### src/rtl/fbsik_pkg.sv
// Shared types, constants and the CORDIC arctangent table for the
// five-bar SCARA step-limit IK unit. No dependencies.
package fbsik_pkg;

  // configuration port
  localparam int CFG_IDX_W  = 4;
  localparam int CFG_DATA_W = 14;

  typedef enum logic [CFG_IDX_W-1:0] {
    CFG_INNER_LINK = 4'd0,
    CFG_OUTER_LINK = 4'd1,
    CFG_BASE_HALF  = 4'd2,
    CFG_MAX_STEP   = 4'd3
  } cfg_index_e;

  // reset values
  localparam logic [13:0] INNER_LINK_RST = 14'd1600;
  localparam logic [13:0] OUTER_LINK_RST = 14'd3200;
  localparam logic [13:0] BASE_HALF_RST  = 14'd800;
  localparam logic [13:0] MAX_STEP_RST   = 14'd32;
  localparam logic signed [15:0] TARGET_X_RST = 16'sd0;
  localparam logic signed [15:0] TARGET_Y_RST = 16'sd5173;

  // angles in radians * 2^24; output limits in radians * 2^12
  localparam logic signed [29:0] Q24_HALF_PI = 30'sd26353589;
  localparam logic signed [29:0] Q24_TWO_PI  = 30'sd105414357;
  localparam logic signed [19:0] OUT_MIN     = -20'sd19302;
  localparam logic signed [19:0] OUT_MAX     = 20'sd6434;

  // target queue between front and back
  localparam int QUEUE_DEPTH = 2;

  typedef struct packed {
    logic signed [15:0] x;
    logic signed [15:0] y;
  } target_t;

  typedef struct packed {
    logic signed [15:0] left_angle;
    logic signed [15:0] right_angle;
    logic               reachable;
    logic signed [15:0] x;
    logic signed [15:0] y;
  } result_t;

  // atan(2^-i) in radians * 2^24
  function automatic logic [23:0] atan_q24(input logic [4:0] idx);
    logic [23:0] v;
    unique case (idx)
      5'd0:  v = 24'd13176795;
      5'd1:  v = 24'd7778716;
      5'd2:  v = 24'd4110060;
      5'd3:  v = 24'd2086331;
      5'd4:  v = 24'd1047214;
      5'd5:  v = 24'd524117;
      5'd6:  v = 24'd262123;
      5'd7:  v = 24'd131069;
      5'd8:  v = 24'd65536;
      5'd9:  v = 24'd32768;
      5'd10: v = 24'd16384;
      5'd11: v = 24'd8192;
      5'd12: v = 24'd4096;
      5'd13: v = 24'd2048;
      5'd14: v = 24'd1024;
      5'd15: v = 24'd512;
      5'd16: v = 24'd256;
      5'd17: v = 24'd128;
      5'd18: v = 24'd64;
      5'd19: v = 24'd32;
      5'd20: v = 24'd16;
      5'd21: v = 24'd8;
      5'd22: v = 24'd4;
      5'd23: v = 24'd2;
      default: v = 24'd0;
    endcase
    return v;
  endfunction

endpackage

### src/rtl/fbsik_isqrt.sv
// Digit-by-digit floor integer square root, two input bits per cycle.
// Depends on nothing.
module fbsik_isqrt #(
  parameter int W = 50
) (
  input  logic           clk_i,
  input  logic           rst_ni,
  input  logic           start_i,
  input  logic [W-1:0]   val_i,
  output logic           done_o,
  output logic [W/2-1:0] root_o
);
  localparam int RW = W / 2;
  localparam int CW = $clog2(RW + 1);

  logic [W-1:0]  val_q;
  logic [RW+2:0] rem_q;
  logic [RW-1:0] root_q;
  logic [CW-1:0] cnt_q;
  logic          done_q;

  logic [RW+2:0] rem_sh, trial;

  // bring down two bits and try the next root bit
  always_comb begin
    rem_sh = {rem_q[RW:0], val_q[W-1:W-2]};
    trial  = {1'b0, root_q, 2'b01};
  end

  always_ff @(posedge clk_i or negedge rst_ni) begin
    if (!rst_ni) begin
      cnt_q  <= '0;
      done_q <= 1'b0;
    end else begin
      done_q <= !start_i && (cnt_q == CW'(1));
      if (start_i) begin
        cnt_q <= CW'(RW);
      end else if (cnt_q != '0) begin
        cnt_q <= cnt_q - 1'b1;
      end
    end
  end

  always_ff @(posedge clk_i) begin
    if (start_i) begin
      val_q  <= val_i;
      rem_q  <= '0;
      root_q <= '0;
    end else if (cnt_q != '0) begin
      val_q <= {val_q[W-3:0], 2'b00};
      if (rem_sh >= trial) begin
        rem_q  <= rem_sh - trial;
        root_q <= {root_q[RW-2:0], 1'b1};
      end else begin
        rem_q  <= rem_sh;
        root_q <= {root_q[RW-2:0], 1'b0};
      end
    end
  end

  assign done_o = done_q;
  assign root_o = root_q;
endmodule

### src/rtl/fbsik_front.sv
// Front end: accepts requests, runs the step limiter, keeps the target state.
// Depends on fbsik_pkg and fbsik_isqrt.
module fbsik_front
  import fbsik_pkg::*;
(
  input  logic               clk_i,
  input  logic               rst_ni,
  input  logic               push_i,
  output logic               full_o,
  input  logic signed [15:0] request_x_i,
  input  logic signed [15:0] request_y_i,
  input  logic [13:0]        max_step_i,
  output logic               q_push_o,
  input  logic               q_full_i,
  output target_t            q_data_o
);
  localparam int QB = 15;

  typedef enum logic [3:0] {
    F_IDLE, F_SQ_X, F_SQ_Y, F_MS2, F_CMP, F_SQRT_GO, F_SQRT_WAIT,
    F_NUM, F_DIV_INIT, F_DIV, F_APPLY, F_PUSH
  } fstate_e;

  fstate_e            state_q;
  logic signed [15:0] tx_q, ty_q, rx_q, ry_q, nx_q, ny_q;
  logic signed [16:0] dx_q, dy_q;
  logic signed [35:0] p_q;
  logic [33:0]        d2_q;
  logic [24:0]        dist_q;
  logic [42:0]        rem_q;
  logic [QB-1:0]      quo_q;
  logic [3:0]         k_q;
  logic               neg_q, axis_q;

  logic signed [17:0] mul_a, mul_b;
  logic               sq_start, sq_done;
  logic [24:0]        sq_root;
  logic signed [43:0] nw;
  logic [42:0]        na, dsh;
  logic signed [17:0] base, moved;
  logic signed [15:0] sat;

  fbsik_isqrt #(.W(50)) u_isqrt (
    .clk_i   (clk_i),
    .rst_ni  (rst_ni),
    .start_i (sq_start),
    .val_i   ({d2_q[32:0], 16'h0000, 1'b0} >> 1),
    .done_o  (sq_done),
    .root_o  (sq_root)
  );

  // operand select for the shared multiplier
  always_comb begin
    mul_a = '0;
    mul_b = '0;
    unique case (state_q)
      F_SQ_X: begin mul_a = 18'(dx_q); mul_b = 18'(dx_q); end
      F_SQ_Y: begin mul_a = 18'(dy_q); mul_b = 18'(dy_q); end
      F_MS2:  begin mul_a = $signed({4'b0, max_step_i}); mul_b = $signed({4'b0, max_step_i}); end
      F_NUM:  begin
        mul_a = axis_q ? 18'(dy_q) : 18'(dx_q);
        mul_b = $signed({4'b0, max_step_i});
      end
      default: ;
    endcase
  end

  // divider operands and axis update
  always_comb begin
    nw    = {p_q[35:0], 8'h00};
    na    = nw[43] ? 43'(-nw) : 43'(nw);
    dsh   = 43'({dist_q, 1'b0}) << k_q;
    base  = axis_q ? 18'(ty_q) : 18'(tx_q);
    moved = neg_q ? base - $signed({3'b0, quo_q}) : base + $signed({3'b0, quo_q});
    if (moved > 18'sd32767)       sat = 16'sh7fff;
    else if (moved < -18'sd32768) sat = 16'sh8000;
    else                          sat = moved[15:0];
  end

  assign sq_start = (state_q == F_SQRT_GO);

  always_ff @(posedge clk_i or negedge rst_ni) begin
    if (!rst_ni) begin
      state_q <= F_IDLE;
      tx_q    <= TARGET_X_RST;
      ty_q    <= TARGET_Y_RST;
      axis_q  <= 1'b0;
      k_q     <= '0;
    end else begin
      unique case (state_q)
        F_IDLE:      if (push_i) state_q <= F_SQ_X;
        F_SQ_X:      state_q <= F_SQ_Y;
        F_SQ_Y:      state_q <= F_MS2;
        F_MS2:       state_q <= F_CMP;
        F_CMP: begin
          axis_q  <= 1'b0;
          state_q <= (d2_q > 34'(p_q[27:0])) ? F_SQRT_GO : F_PUSH;
        end
        F_SQRT_GO:   state_q <= F_SQRT_WAIT;
        F_SQRT_WAIT: if (sq_done) state_q <= F_NUM;
        F_NUM:       state_q <= F_DIV_INIT;
        F_DIV_INIT: begin
          k_q     <= 4'(QB - 1);
          state_q <= F_DIV;
        end
        F_DIV: begin
          if (k_q == '0) state_q <= F_APPLY;
          else           k_q <= k_q - 1'b1;
        end
        F_APPLY: begin
          axis_q  <= 1'b1;
          state_q <= axis_q ? F_PUSH : F_NUM;
        end
        F_PUSH: begin
          if (!q_full_i) begin
            tx_q    <= nx_q;
            ty_q    <= ny_q;
            state_q <= F_IDLE;
          end
        end
        default: state_q <= F_IDLE;
      endcase
    end
  end

  // datapath
  always_ff @(posedge clk_i) begin
    p_q <= mul_a * mul_b;
    unique case (state_q)
      F_IDLE: begin
        rx_q <= request_x_i;
        ry_q <= request_y_i;
        dx_q <= $signed({request_x_i[15], request_x_i}) - $signed({tx_q[15], tx_q});
        dy_q <= $signed({request_y_i[15], request_y_i}) - $signed({ty_q[15], ty_q});
      end
      F_SQ_Y: d2_q <= 34'(p_q[32:0]);
      F_MS2:  d2_q <= d2_q + 34'(p_q[32:0]);
      F_CMP: begin
        nx_q <= rx_q;
        ny_q <= ry_q;
      end
      F_SQRT_WAIT: if (sq_done) dist_q <= sq_root;
      F_DIV_INIT: begin
        neg_q <= nw[43];
        rem_q <= {na[41:0], 1'b0} + 43'(dist_q);
        quo_q <= '0;
      end
      F_DIV: begin
        if (rem_q >= dsh) begin
          rem_q      <= rem_q - dsh;
          quo_q[k_q] <= 1'b1;
        end
      end
      F_APPLY: begin
        if (axis_q) ny_q <= sat;
        else        nx_q <= sat;
      end
      default: ;
    endcase
  end

  assign full_o   = (state_q != F_IDLE);
  assign q_push_o = (state_q == F_PUSH) && !q_full_i;
  assign q_data_o = '{x: nx_q, y: ny_q};
endmodule

### config.mk
export PLATFORM = sky130hd
export DESIGN_NAME = fbsik_front
export DESIGN_NICKNAME = d
export VERILOG_FILES = /design/src/rtl/fbsik_pkg.sv /design/src/rtl/fbsik_isqrt.sv /design/src/rtl/fbsik_front.sv
export SDC_FILE = /design/constraint.sdc
export NUM_CORES = 2
export LEC_CHECK = 0
export BUFFER_PORTS_ARGS = -buffer_cell sky130_fd_sc_hd__buf_2
export CAP_MARGIN = 20
export CORE_AREA = 2 2 311 313
export DETAILED_ROUTE_END_ITERATION = 10
export DIE_AREA = 0 0 313 315
export GPL_TIMING_DRIVEN = 0
export HOLD_SLACK_MARGIN = 0.1
export SLEW_MARGIN = 25
export SYNTH_ARGS = -nofsm -noshare
export SYNTH_HDL_FRONTEND = slang
export SYNTH_SLANG_ARGS = --single-unit
### constraint.sdc
create_clock -name clk_i -period 13 [get_ports clk_i]
set_input_delay 2.6 -clock clk_i [delete_from_list [all_inputs] [get_ports clk_i]]
set_output_delay 2.6 -clock clk_i [all_outputs]
set_load 0.005 [all_outputs]
==> summary.md <==
| Metric | Value |
|---|---|
| Layout cells sized above 1 | `5.81%` |
| WL per Instance | `19.3 um` |
| Maxcap violations | `0` |
| Status | `finished, final reports clean` |
| Clk_skew | `0.0376 ns` |
| Drt first pass iters | `6` |
| Setup bufs post-CTS | `0` |
| Area leader, netlist | `edfxtp_1` |
| Total gr overflow | `0` |
| First-pass GRT wire length | `176000 um` |
| Placed cells | `5666` |
| Commonest cells post-synth | `nand2_1, inv_1, nor2_1, fa_1, ha_1` |
| Worst Path Required | `approximately 14 ns` |
| Non-filler instance count after layout | `5756` |
| Area of the mapped netlist | `0.0378 sq mm` |
| Die height | `about 320 um` |
| I/O Pins | `84` |
| Fin Setup TNS | `0 ns` |
| Yosys reg bits | `383` |
| WP data arrival | `~11 ns` |
| Area contributors post-synth | `edfxtp_1, fa_1, ha_1` |
| Tot GR Track Use | `around 23%` |
| Slew HR | `21.7%` |
| EDFF count, synth | `~250` |
| Final worst path period need | `10.32 ns` |
| Post-DP HPWL | `90100 um` |
| Routed WL | `111000 um` |
| Initial drt markers | `about 2600` |
| Final-layout fill cell count | `9481` |
| H-tree Lvls | `2` |
| Via count | `31300` |
| GRT busiest layer | `met2` |
| Multi-input gate area | `0.0247 sq mm` |
| Final Max Slew Viols | `0` |
| Kind of start point of the critical path | `primary input` |
| Initial antenna violation count | `3` |
| Worst min path class | `flip-flop to flip-flop` |
| Register area share after synthesis | `roughly 28%` |
| Clk sink count | `383` |
| Avg Inst Size Synth | `8.79 sq um` |
| Post-Syn Nets | `around 5000` |
| Die X | `roughly 310 um` |
| Area of the core | `roughly 0.096 sq mm` |
| DRT antenna net count | `0` |
| Met2 Resource Use GR | `36.4%` |
| Critical path type | `primary input to flip-flop` |
| Max Freq | `slightly below 0.1 GHz` |
| Synthesis warning total | `0` |
| CTS Buf Count | `47` |
| Initial Utilization | `39.5%` |
| Final Cycle Share | `79.4%` |
| Vias in the first global route | `30700` |
| Area grow syn2layout | `10.3%` |
| Finish-stage setup viols | `0` |
| Die area | `0.0986 sq mm` |
| Clock root cell | `clkbuf_16` |
| Top-count cell post-synth | `nand2_1` |
| DRC | `0` |
| Unrepaired setup endpoints after global routing | `false` |
| Bufs on Longest Clock Path | `3` |
| Hold-fix buffers, CTS | `0` |
| CP max FO | `10` |
| Clk slew on worst S/H paths | `0.06 ns` |
| Final Hold Vio Count | `0` |
| Grt met3 use | `2.50%` |
| Gp weighted congestion | `0.946` |
| Worst-skew pair later-pin latency | `slightly above 0.6 ns` |
| Post-synth top area share | `19.8%` |
| Port buffer count | `a little over 80` |
| Pin count of the biggest net entering global routing | `48` |
| Register area | `around 0.010 sq mm` |
| Asr flop ratio synth | `roughly an eighth` |
| Top FF cell, synth | `edfxtp_1` |
| Final net count | `slightly above 5000` |
| Synth cell types | `85` |
| PostCTS Resize Cnt | `0` |
| Syn Inst Count | `4299` |
| Crit. End Element | `flip-flop` |
| Std cell rows | `114` |
| Met1 usage | `32.5%` |
| Via/cell ratio | `5.44` |
| CTS tree | `built` |
| Worst-Margin Slew | `1.17 ns` |
==> worst max-delay path: stages <==
cell and delay, ns:
buf_2 0.12, a221oi_2 0.78, clkbuf_1 0.65, nand2_1 0.18, fa_1 0.55, fa_1 0.55, inv_1 0.06, fa_1 0.57
fa_1 0.54, fa_1 0.55, inv_1 0.05, fa_1 0.53, inv_1 0.04, ha_1 0.37, a21o_1 0.20, a21o_1 0.16
a2111oi_0 0.45, o21ai_0 0.19, a2111oi_0 0.78, o31ai_1 0.32, o211ai_1 0.25, a21oi_1 0.10, xor2_1 0.21
==> cell usage in the layout, fill, tap and decap left out, types with 36 or more instances in the layout <==
cell type,synthesis,routed
clkbuf_1,146,154
edfxtp_1,249,249
nand2_1,602,601
xnor2_1,171,171
nor3_1,57,53
mux2i_1,49,49
a21oi_1,270,269
xor2_1,57,57
dfrtp_1,41,41
fa_1,324,324
dfxtp_1,87,87
nand3_1,46,46
a21o_1,66,66
ha_1,294,294
nor2_1,429,426
inv_1,565,564
nor2b_1,39,39
o21ai_0,245,243
nand2b_1,36,36
clkbuf_16,0,53
buf_2,1,83
==> layer usage <==
layer,up-vias,part of all wire [%]
met5,-,0
met4,0,2.9
met3,157,6.3
met2,1017,45
met1,15400,46
li1,14700,-
==> path summary, 6_finish.rpt <==
| kind | endpoint | from | cells past startpoint | slack, ns |
|---|---|---|---|---|
| hold reg to reg | dist_q[24]$_DFFE_PP_ | u_isqrt.root_o[24]$_SDFFE_PP0P_ | 0 | 0.48 |
| min in group asynchronous | ty_q[15]$_DFFE_PN0P_ | rst_ni | 1 | 2.02 |
| setup reg to reg | p_q[32]$_DFF_P_ | state_q[0]$_DFFE_PN0P_ | 27 | 2.97 |
| setup / recovery | p_q[32]$_DFF_P_ | max_step_i[0] | 23 | 2.68 |
| hold / removal | dist_q[24]$_DFFE_PP_ | u_isqrt.root_o[24]$_SDFFE_PP0P_ | 0 | 0.48 |
| max in group asynchronous | k_q[1]$_DFFE_PN0P_ | rst_ni | 1 | 10.51 |
==> kinds of logic after synthesis <==
group           after synthesis  synth area share [%]
flops                       383                  27.5
compound gates              898                  14.8
buf+inv                     726                  7.23
xor+xnor                    228                  5.28
other cells                   1               0.00992
simple gates               1365                  15.7
mux                          80                  2.52
fa+ha+maj                   618                  26.9
==> stage by stage <==
stage / utilization, % / setup WS, ns / hold slack [ns] / cell area (sq um)
global route: 43.5 / 2.10 / 0.509 / 41700
floorplan: - / 3.76 / 0.406 / 37800
CTS: 43.5 / 2.74 / 0.480 / 41700
finish: 43.5 / 2.68 / 0.476 / 41700
global placement: 41.6 / 0.560 / 0.466 / 39800
detailed placement: 41.8 / 2.15 / 0.464 / 40000
==> sequential cells by signal (all words and copies together) (netlist names) <==
register,flops
d2_q,34
ry_q,16
rx_q,16
u_isqrt.rem_q,26
u_isqrt.val_q,34
rem_q,43
u_isqrt.root_o,25
axis_q,1
tx_q,16
k_q,4
dx_q,17
u_isqrt.done_o,1
state_q,4
ty_q,16
p_q,35
nx_q,16
dist_q,25
dy_q,17
neg_q,1
ny_q,16
u_isqrt.cnt_q,5
quo_q,15
==> area by class of cell <==
| class | instances | share of cell area (%) |
|---|---|---|
| multi-input cells | 3190 | 59.3 |
| plain buffers | 158 | 1.44 |
| well taps | 1276 | 3.83 |
| clock inverters | 19 | 0.465 |
| repair buffers | 91 | 1.35 |
| clock buffers | 69 | 3.50 |
| inverters | 568 | 5.12 |
| diodes | 2 | 0.0120 |
| flip-flops and latches | 383 | 25.0 |
Power is not shown: default switching activity piles up to over one toggle a cycle in this logic, so the estimate is an artifact.
