File: config.mk
export PLATFORM = sky130hd
export DESIGN_NAME = fbsik_queue
export DESIGN_NICKNAME = d
export VERILOG_FILES = /design/src/rtl/fbsik_pkg.sv /design/src/rtl/fbsik_queue.sv
export SDC_FILE = /design/constraint.sdc
export NUM_CORES = 1
export LEC_CHECK = 0
export CELL_PAD_IN_SITES_DETAIL_PLACEMENT = 0
export CELL_PAD_IN_SITES_GLOBAL_PLACEMENT = 1
export CORE_ASPECT_RATIO = 0.8
export CORE_UTILIZATION = 52
export CTS_CLUSTER_DIAMETER = 40
export CTS_CLUSTER_SIZE = 10
export DETAILED_ROUTE_END_ITERATION = 12
export DONT_BUFFER_PORTS = 1
export PLACE_DENSITY_LB_ADDON = 0.1
export SYNTH_ARGS = -nofsm -noshare
export SYNTH_HDL_FRONTEND = slang
export SYNTH_SLANG_ARGS = --single-unit
File: constraint.sdc
create_clock -name clk_i -period 3.06 [get_ports clk_i]
set_clock_uncertainty 0.15 [all_clocks]
set_input_delay 0.306 -clock clk_i [delete_from_list [all_inputs] [get_ports clk_i]]
set_output_delay 0.306 -clock clk_i [all_outputs]
set_load 0.01 [all_outputs]
File: src/rtl/fbsik_pkg.sv
// Shared types, constants and the CORDIC arctangent table for the
// five-bar SCARA step-limit IK unit. No dependencies.
package fbsik_pkg;

  // configuration port
  localparam int CFG_IDX_W  = 4;
  localparam int CFG_DATA_W = 14;

  typedef enum logic [CFG_IDX_W-1:0] {
    CFG_INNER_LINK = 4'd0,
    CFG_OUTER_LINK = 4'd1,
    CFG_BASE_HALF  = 4'd2,
    CFG_MAX_STEP   = 4'd3
  } cfg_index_e;

  // reset values
  localparam logic [13:0] INNER_LINK_RST = 14'd1600;
  localparam logic [13:0] OUTER_LINK_RST = 14'd3200;
  localparam logic [13:0] BASE_HALF_RST  = 14'd800;
  localparam logic [13:0] MAX_STEP_RST   = 14'd32;
  localparam logic signed [15:0] TARGET_X_RST = 16'sd0;
  localparam logic signed [15:0] TARGET_Y_RST = 16'sd5173;

  // angles in radians * 2^24; output limits in radians * 2^12
  localparam logic signed [29:0] Q24_HALF_PI = 30'sd26353589;
  localparam logic signed [29:0] Q24_TWO_PI  = 30'sd105414357;
  localparam logic signed [19:0] OUT_MIN     = -20'sd19302;
  localparam logic signed [19:0] OUT_MAX     = 20'sd6434;

  // target queue between front and back
  localparam int QUEUE_DEPTH = 2;

  typedef struct packed {
    logic signed [15:0] x;
    logic signed [15:0] y;
  } target_t;

  typedef struct packed {
    logic signed [15:0] left_angle;
    logic signed [15:0] right_angle;
    logic               reachable;
    logic signed [15:0] x;
    logic signed [15:0] y;
  } result_t;

  // atan(2^-i) in radians * 2^24
  function automatic logic [23:0] atan_q24(input logic [4:0] idx);
    logic [23:0] v;
    unique case (idx)
      5'd0:  v = 24'd13176795;
      5'd1:  v = 24'd7778716;
      5'd2:  v = 24'd4110060;
      5'd3:  v = 24'd2086331;
      5'd4:  v = 24'd1047214;
      5'd5:  v = 24'd524117;
      5'd6:  v = 24'd262123;
      5'd7:  v = 24'd131069;
      5'd8:  v = 24'd65536;
      5'd9:  v = 24'd32768;
      5'd10: v = 24'd16384;
      5'd11: v = 24'd8192;
      5'd12: v = 24'd4096;
      5'd13: v = 24'd2048;
      5'd14: v = 24'd1024;
      5'd15: v = 24'd512;
      5'd16: v = 24'd256;
      5'd17: v = 24'd128;
      5'd18: v = 24'd64;
      5'd19: v = 24'd32;
      5'd20: v = 24'd16;
      5'd21: v = 24'd8;
      5'd22: v = 24'd4;
      5'd23: v = 24'd2;
      default: v = 24'd0;
    endcase
    return v;
  endfunction

endpackage

File: src/rtl/fbsik_queue.sv
// Short target queue that decouples the step limiter from the IK solver.
// Depends on fbsik_pkg (target_t, QUEUE_DEPTH).
module fbsik_queue
  import fbsik_pkg::*;
(
  input  logic    clk_i,
  input  logic    rst_ni,
  input  logic    push_i,
  input  target_t data_i,
  output logic    full_o,
  input  logic    pop_i,
  output logic    valid_o,
  output target_t data_o
);
  localparam int PW = $clog2(QUEUE_DEPTH);
  localparam int CW = $clog2(QUEUE_DEPTH + 1);

  target_t       mem_q [QUEUE_DEPTH];
  logic [PW-1:0] wr_q, rd_q;
  logic [CW-1:0] cnt_q;

  always_ff @(posedge clk_i or negedge rst_ni) begin
    if (!rst_ni) begin
      wr_q  <= '0;
      rd_q  <= '0;
      cnt_q <= '0;
    end else begin
      if (push_i) wr_q <= (wr_q == PW'(QUEUE_DEPTH - 1)) ? '0 : wr_q + 1'b1;
      if (pop_i)  rd_q <= (rd_q == PW'(QUEUE_DEPTH - 1)) ? '0 : rd_q + 1'b1;
      if (push_i && !pop_i)      cnt_q <= cnt_q + 1'b1;
      else if (!push_i && pop_i) cnt_q <= cnt_q - 1'b1;
    end
  end

  always_ff @(posedge clk_i) begin
    if (push_i) mem_q[wr_q] <= data_i;
  end

  assign full_o  = (cnt_q == CW'(QUEUE_DEPTH));
  assign valid_o = (cnt_q != '0);
  assign data_o  = mem_q[rd_q];
endmodule

==> flow_summary.json, run 1 <==
{
  "nFillCells": 320,
  "cp_max_fo": 20,
  "rows": 22,
  "path_class": "register to primary output",
  "dieHeight_um": 65.9,
  "min_period_over_period": 0.742,
  "grt.overflow.total": 0,
  "hpwl_mm": 2.22,
  "clkLatencyLatePin_ns": 0.33,
  "firstDrtPassIters": 4,
  "drt-total-wl_mm": 3.76,
  "p_leak_nw": 1.19,
  "syn2layout_area_growth_pct": 20.8,
  "ys_seq_area_frac": 0.763,
  "status": "completed",
  "die-area_um2": 5390,
  "grt_pass1_vias": 1236,
  "grt_pass1_wl_mm": 5.80,
  "syn_avg_cell_area_um2": 22.9,
  "gp_congestion": 0.614,
  "yosysUniqueCellTypes": 14,
  "hold_path.class": "input pin to register",
  "cp.arrival_ns": 1.82,
  "core_um2": 4730,
  "remaining_drc_errors": 0,
  "syn_nets": 153,
  "layout.cells.most_common": "edfxtp_1",
  "syn-cell-area_um2": 2650,
  "grt_usage": 0.160,
  "postRouteAntennaNets": 0,
  "die_w_um": 81.8,
  "cap_violations": 0,
  "worstMarginPinSlew_ns": 0.936,
  "setup_slack_ns": 0.788,
  "drtIter0Drc": 57,
  "synth_flop_cell": "edfxtp_1",
  "fmax_ghz": 0.440,
  "antenna_found_initial": 0,
  "grt_max_degree": 33,
  "cts_tree": "yes",
  "async_flop_share": 0.0588,
  "ys_ff_latch": 68,
  "startpoint_type": "register",
  "ctsHtreeMaxLevel": 3,
  "ir_drop_mv": 0.600,
  "final_hold_viol_count": 0,
  "slew_viol_final": 0,
  "holdWs_ns": 0.0771,
  "start_util": 0.560,
  "post-route-util": 0.676,
  "rsz0062_at_grt": "false",
  "power_density_nw_per_um2": 850,
  "numCtsBuffers": 9,
  "required_ns": 2.60,
  "vias": 1142,
  "via_per_inst": 5.10,
  "ioPinCount": 70,
  "numPortBuffers": 0,
  "synth_edf_count": 64,
  "synth_warnings": 0,
  "period_minus_slack_ns": 2.27,
  "numClockSinks": 68,
  "pre_cts_ws_ns": 1.11,
  "antenna_cells": 0,
  "ff_latch_area_um2": 2020,
  "root_buffer": "clkbuf_8",
  "cts_resized": 0,
  "clock_path_buffers": 2,
  "layout-drive-gt1-share": 0.287,
  "wl_per_cell_um": 16.8,
  "max_slew_margin": 0.375,
  "layout.nets": 197,
  "synth_cells": 116,
  "multi_input_area_um2": 562,
  "finalSetupViolCount": 0,
  "most-common-layout-cells": "edfxtp_1 (64), dlygate4sd3_1 (35), mux2_4 (29), clkbuf_8 (9), xor2_1 (4)",
  "power_w": 0.00272,
  "tns_ns": 0,
  "endpoint_kind": "primary output",
  "clk_pin_slew_ns": 0.06
}
## what timing repair did
| item | CTS | global route |
|---|---|---|
| hold endpoints to repair | 70 | 0 |
| hold buffers | 35 | 0 |
| buffers inserted | 0 | 0 |
## cell type report
class,instances,area share
Sequential cell,68,0.632
Multi-Input combinational cell,43,0.175
Timing Repair Buffer,37,0.114
Clock buffer,11,0.0410
Tap cell,60,0.0234
Clock inverter,4,0.0129
Inverter,1,0.00117
## synth_stat cells (2+ instances only)
cell type	number	area, µm²
mux2_2	3	33.8
xor2_1	4	35.0
edfxtp_1	64	1920
mux2_4	29	435
buf_12	3	60.1
dfrtp_1	4	100
nor2b_1	2	12.5
## critical path, stage by stage (launching register included)
cell	delay, ns
dfrtp_2	0.74
buf_4	0.38
mux2_4	0.35
## sequential cells by signal, indices dropped and copies added (netlist names)
| name | count |
|---|---|
| cnt_q | 2 |
| mem_q | 64 |
| rd_q | 1 |
| wr_q | 1 |
## path summary, 6_finish.rpt
check	startpoint	endpoint	slack, ns	depth (start not counted)
worst max-delay path	rd_q	data_o[17]	0.79	2
worst min-delay path	push_i	cnt_q[0]	0.08	2
max in group asynchronous	rst_ni	rd_q	2.48	1
worst min register to register	cnt_q[1]	cnt_q[1]	0.34	1
worst max register to register	wr_q	mem_q[0][27]	1.35	1
min in group asynchronous	rst_ni	cnt_q[0]	0.10	1
## through the flow
| step | instances | instance area [µm²] |
|---|---|---|
| final | 224 | 3200 |
| after global routing | 224 | 3200 |
| after CTS | 224 | 3200 |
| after detailed placement | 174 | 2680 |
| after global placement | 174 | 2680 |
| after floorplan | 116 | 2650 |
## power breakdown
part | total [W] | internal [W] | leakage [nW] | switching, W
logic | 0.000713 | 0.000374 | 0.456 | 0.000339
clock network | 0.000640 | 0.000364 | 0.0859 | 0.000277
registers | 0.00137 | 0.00124 | 0.646 | 0.000127
total | 0.00272 | 0.00198 | 1.19 | 0.000742
## metal layers
metal  routed length, µm  global-route usage  vias up
li1                    -                   -      532
met1                1390               0.165      548
met2                1920               0.260       49
met3                 340              0.0800       13
met4                 103              0.0965        0
met5                   0                   0        -
## kinds of logic (layout without fill, tap and decap cells)
group / after synthesis / after routing / share of synthesized area
XOR/XNOR: 5 / 5 / 0.0165
buffers and inverters: 5 / 53 / 0.0283
multiplexers: 32 / 32 / 0.177
AND/OR/NAND/NOR: 5 / 5 / 0.0109
flip-flops: 68 / 68 / 0.763
adder cells (fa/ha/maj): 1 / 1 / 0.00472
Power figures use the tool's default switching activity.
==> run 2: changes to the inputs <==
==> constraint.sdc (replaced) <==
create_clock -name clk_i -period 2.1 [get_ports clk_i]
set_clock_uncertainty 0.15 [all_clocks]
set_input_delay 0.21 -clock clk_i [delete_from_list [all_inputs] [get_ports clk_i]]
set_output_delay 0.21 -clock clk_i [all_outputs]
set_load 0.01 [all_outputs]
==> flow_summary.json, run 2 (synthesis gave the netlist of run 1 again) <==
{
  "die-area_um2": 5390,
  "power_w": 0.00419,
  "vias": 1163,
  "drt-total-wl_mm": 3.73,
  "rsz0062_at_grt": "false",
  "path_class": "register to primary output",
  "r2r-start": "wr_q",
  "tns_ns": 0,
  "die_w_um": 81.8,
  "numCtsBuffers": 9,
  "numClockSinks": 68,
  "status": "completed",
  "clock_path_buffers": 2,
  "ctsHtreeMaxLevel": 3,
  "worst_hold_startpoint": "push_i",
  "hold_end": "mem_q[1][2]",
  "wl_per_cell_um": 16.4,
  "post-route-util": 0.693,
  "ioPinCount": 70,
  "grt_max_degree": 33,
  "endpoint_kind": "primary output",
  "cts_resized": 0,
  "pwr-share-comb": 0.259,
  "whs_path_depth": 2,
  "p_int_w": 0.00305,
  "largest_register_ffs": 64,
  "via_per_inst": 5.10,
  "min_period_over_period": 0.966,
  "p_sw_frac": 0.272,
  "period_minus_slack_ns": 2.03,
  "cts_tree": "yes",
  "hpwl_mm": 2.25,
  "clockPowerShare": 0.266,
  "rows": 22,
  "numPortBuffers": 0,
  "required_ns": 1.74,
  "firstDrtPassIters": 4,
  "dieHeight_um": 65.9,
  "grt_pass1_wl_mm": 5.60,
  "remaining_drc_errors": 0,
  "gp_congestion": 0.596,
  "reg2reg_depth": 2,
  "top_register": "mem_q",
  "p_leak_nw": 1.23,
  "cp_max_fo": 18,
  "slew_viol_final": 0,
  "final_hold_viol_count": 0,
  "hold_buffers": 36,
  "antenna_cells": 0,
  "grt.overflow.total": 0,
  "layout.nets": 200,
  "grt_usage": 0.154,
  "startpoint_type": "register",
  "fmax_ghz": 0.493,
  "antenna_found_initial": 0,
  "finalSetupViolCount": 0,
  "worstMarginPinSlew_ns": 0.582,
  "layout-drive-gt1-share": 0.321,
  "p_switching_w": 0.00114,
  "root_buffer": "clkbuf_8",
  "cp.arrival_ns": 1.67,
  "most-common-layout-cells": "edfxtp_1 (64), dlygate4sd3_1 (36), mux2_4 (29), clkbuf_8 (9), xor2_1 (4)",
  "seqPwrFrac": 0.475,
  "ir_drop_mv": 0.999,
  "hold_path.class": "input pin to register",
  "syn2layout_area_growth_pct": 23.8,
  "layout.cells.most_common": "edfxtp_1",
  "power_density_nw_per_um2": 1280,
  "grt_pass1_vias": 1226,
  "post_cts_buffers": 0,
  "cap_violations": 0,
  "clk_pin_slew_ns": 0.07,
  "postRouteAntennaNets": 0,
  "start_util": 0.560,
  "ff2ff_setup_slack_ns": 0.67,
  "worst_r2r_endpoint": "mem_q[0][17]",
  "top_regs": "mem_q: 64 flops, cnt_q: 2 flops",
  "clkLatencyLatePin_ns": 0.33,
  "drtIter0Drc": 45,
  "max_slew_margin": 0.612,
  "core_um2": 4730
}
run 2: cell count changes in the layout (fill, tap and decap cells not counted), sizes merged:
| cell | previous run | this run |
|---|---|---|
| clkinv | 3 | 5 |
| bufinv | 1 | 2 |
| dlygate4sd3 | 35 | 36 |
| clkbuf | 11 | 9 |
| buf | 2 | 4 |
run 2: routing by layer:
layer / vias to the layer above / global-route usage / part of all wire
met5: - / 0 / 0
met3: 8 / 0.0814 / 0.10
met4: 0 / 0.0899 / 0.014
met2: 49 / 0.245 / 0.51
met1: 563 / 0.161 / 0.38
li1: 543 / - / -
run 2: critical path, cell delays in order, from the launching register on:
cell and delay, ns:
dfrtp_2 0.74, buf_12 0.25, mux2_4 0.34
run 2: cell type report:
cell class	instances	area [µm²]
inverters	1	3.75
multi-input cells	43	562
flip-flops and latches	68	2020
well taps	60	75.1
fillers	307	1450
clock inverters	7	91.3
repair buffers	40	403
clock buffers	9	124
run 2: metrics by stage:
stage	hold slack, ns	area (µm²)	setup slack, ns	std cells
2_1_floorplan	-0.236	2650	0.287	116
3_3_place_gp	-0.236	2710	0.437	176
3_5_place_dp	-0.236	2710	0.418	176
4_1_cts	0.241	3280	0.0357	228
5_1_grt	0.262	3280	0.00253	228
6_report	0.260	3280	0.0709	228
run 2: power groups by stage:
stage / clock [W] / combinational [W] / sequential, W
2_1_floorplan: 0 / 0.00108 / 0.00190
3_3_place_gp: 0 / 0.00103 / 0.00200
3_5_place_dp: 0 / 0.00104 / 0.00202
4_1_cts: 0.00114 / 0.00111 / 0.00199
5_1_grt: 0.00119 / 0.00117 / 0.00202
6_report: 0.00111 / 0.00109 / 0.00199
run 2: worst max-delay path by stage:
stage	start	endpoint	slack (ns)	cells after the start
final	rd_q	data_o[23]	0.07	2
after global routing	rd_q	data_o[23]	0.003	2
after global placement	rd_q	data_o[23]	0.44	2
after detailed placement	rd_q	data_o[23]	0.42	2
after CTS	rd_q	data_o[23]	0.04	2
after floorplan	wr_q	mem_q[0][0]	0.29	1
==> run 3: changes to the inputs <==
==> constraint.sdc (replaced) <==
create_clock -name clk_i -period 2.4 [get_ports clk_i]
set_clock_uncertainty 0.15 [all_clocks]
set_input_delay 0.24 -clock clk_i [delete_from_list [all_inputs] [get_ports clk_i]]
set_output_delay 0.24 -clock clk_i [all_outputs]
set_load 0.01 [all_outputs]
==> flow_summary.json, run 3 (synthesis gave the netlist of run 1 again) <==
{
  "postRouteAntennaNets": 0,
  "nFillCells": 339,
  "grt_pass1_wl_mm": 5.80,
  "numClockSinks": 68,
  "worstMarginPinSlew_ns": 0.491,
  "clk_pin_slew_ns": 0.06,
  "antenna_found_initial": 0,
  "max_slew_margin": 0.672,
  "dr.max_layer_used": "met4",
  "power_w": 0.00343,
  "path_buf_inv": 1,
  "firstDrtPassIters": 4,
  "p_int_w": 0.00247,
  "grt.overflow.total": 0,
  "p_leak_nw": 1.20,
  "tns_ns": 0,
  "vias": 1143,
  "die-area_um2": 5390,
  "ioPinCount": 70,
  "slew_viol_final": 0,
  "worst_r2r_endpoint": "mem_q[0][10]",
  "clkLatencyLatePin_ns": 0.33,
  "fmax_ghz": 0.516,
  "cts_tree": "yes",
  "critPathLaunch": "rd_q",
  "wl_per_cell_um": 16.9,
  "cts_resized": 0,
  "endpoint": "data_o[11]",
  "via_per_inst": 5.04,
  "ctsHtreeMaxLevel": 3,
  "wl_met2_mm": 2.06,
  "cp.arrival_ns": 1.55,
  "post_cts_buffers": 0,
  "rsz0062_at_grt": "false",
  "clock_path_buffers": 2,
  "antenna_cells": 0,
  "slowest_delay_ns": 0.55,
  "drt-total-wl_mm": 3.84,
  "p_switching_w": 0.000968,
  "final_hold_viol_count": 0,
  "multi_input_area_um2": 562,
  "clockPowerShare": 0.210,
  "remaining_drc_errors": 0,
  "crit_path_top_delay_cell": "dfrtp_2",
  "cp_max_fo": 24,
  "p_sw_frac": 0.282,
  "layout.nets": 199,
  "largest_register_ffs": 64,
  "grt_pass1_vias": 1261,
  "layout.cells.most_common": "edfxtp_1",
  "most-common-layout-cells": "edfxtp_1 (64), dlygate4sd3_1 (35), mux2_4 (29), clkbuf_8 (9), xor2_1 (4)",
  "syn2layout_area_growth_pct": 21.5,
  "root_buffer": "clkbuf_8",
  "finalSetupViolCount": 0,
  "numCtsBuffers": 9,
  "ff2ff_setup_slack_ns": 0.87,
  "numPortBuffers": 0,
  "dr_wl_met3_um": 371,
  "layout-drive-gt1-share": 0.293,
  "grt_usage": 0.163,
  "crit_family": "flip-flops",
  "top_register": "mem_q",
  "crit_cells": 2,
  "r2r-start": "wr_q",
  "power_density_nw_per_um2": 1070,
  "startpoint_type": "register",
  "drtIter0Drc": 43,
  "hpwl_mm": 2.42,
  "hold_path.class": "input pin to async pin",
  "crit_chain": "buf_12 -> mux2_2",
  "top_regs": "mem_q: 64 flops, cnt_q: 2 flops",
  "ir_drop_mv": 0.694,
  "ff_latch_area_um2": 2020,
  "pwr-share-comb": 0.294,
  "status": "completed",
  "path_class": "register to primary output",
  "start_util": 0.560,
  "endpoint_kind": "primary output",
  "wirelength_met1_mm": 1.32,
  "grt_max_degree": 25,
  "period_minus_slack_ns": 1.94,
  "dieHeight_um": 65.9,
  "rows": 22,
  "required_ns": 2.01,
  "gp_congestion": 0.577,
  "min_period_over_period": 0.807,
  "core_um2": 4730,
  "seqPwrFrac": 0.496,
  "die_w_um": 81.8,
  "reg2reg_depth": 2,
  "cap_violations": 0
}
-- run 3: final cells by class --
cell class / instances / share of cell area
Timing Repair Buffer: 39 / 0.126
Clock buffer: 12 / 0.0420
Inverter: 1 / 0.00117
Sequential cell: 68 / 0.628
Multi-Input combinational cell: 43 / 0.174
Clock inverter: 4 / 0.00505
Tap cell: 60 / 0.0233
-- run 3: worst min-delay path by stage --
| stage | slack [ns] | start | cells after the start | endpoint |
|---|---|---|---|---|
| CTS | 0.01 | rst_ni | 1 | wr_q |
| global route | 0.02 | rst_ni | 1 | wr_q |
| finish | 0.02 | rst_ni | 1 | wr_q |
| detailed placement | -0.21 | rst_ni | 0 | cnt_q[0] |
| global placement | -0.21 | rst_ni | 0 | cnt_q[1] |
| floorplan | -0.21 | rst_ni | 0 | cnt_q[0] |
-- run 3: metal layers --
layer,global-route usage,vias up
met5,0,-
met3,0.0855,8
met1,0.153,550
met2,0.277,48
li1,-,537
met4,0.0987,0
-- run 3: repair_timing --
action	4_1_cts	5_1_grt
hold buffers	35	0
endpoints found under the setup margin	0	0
endpoints found under the hold margin	71	0
-- run 3: power by group through the flow --
stage,logic (W),registers [W],clock network [W]
2_1_floorplan,0.000942,0.00167,0
3_3_place_gp,0.000957,0.00171,0
3_5_place_dp,0.000967,0.00173,0
4_1_cts,0.00102,0.00170,0.000742
5_1_grt,0.00108,0.00173,0.000793
6_report,0.00101,0.00170,0.000722
-- run 3: through the flow --
stage | utilization | cell area [µm²] | instances | hold WS [ns] | setup WS, ns
after CTS | 0.680 | 3220 | 227 | 0.00956 | 0.439
after detailed placement | 0.574 | 2720 | 176 | -0.206 | 0.810
after global routing | 0.680 | 3220 | 227 | 0.0205 | 0.410
after global placement | 0.574 | 2720 | 176 | -0.206 | 0.819
after floorplan | - | 2650 | 116 | -0.206 | 0.587
final | 0.680 | 3220 | 227 | 0.0239 | 0.463
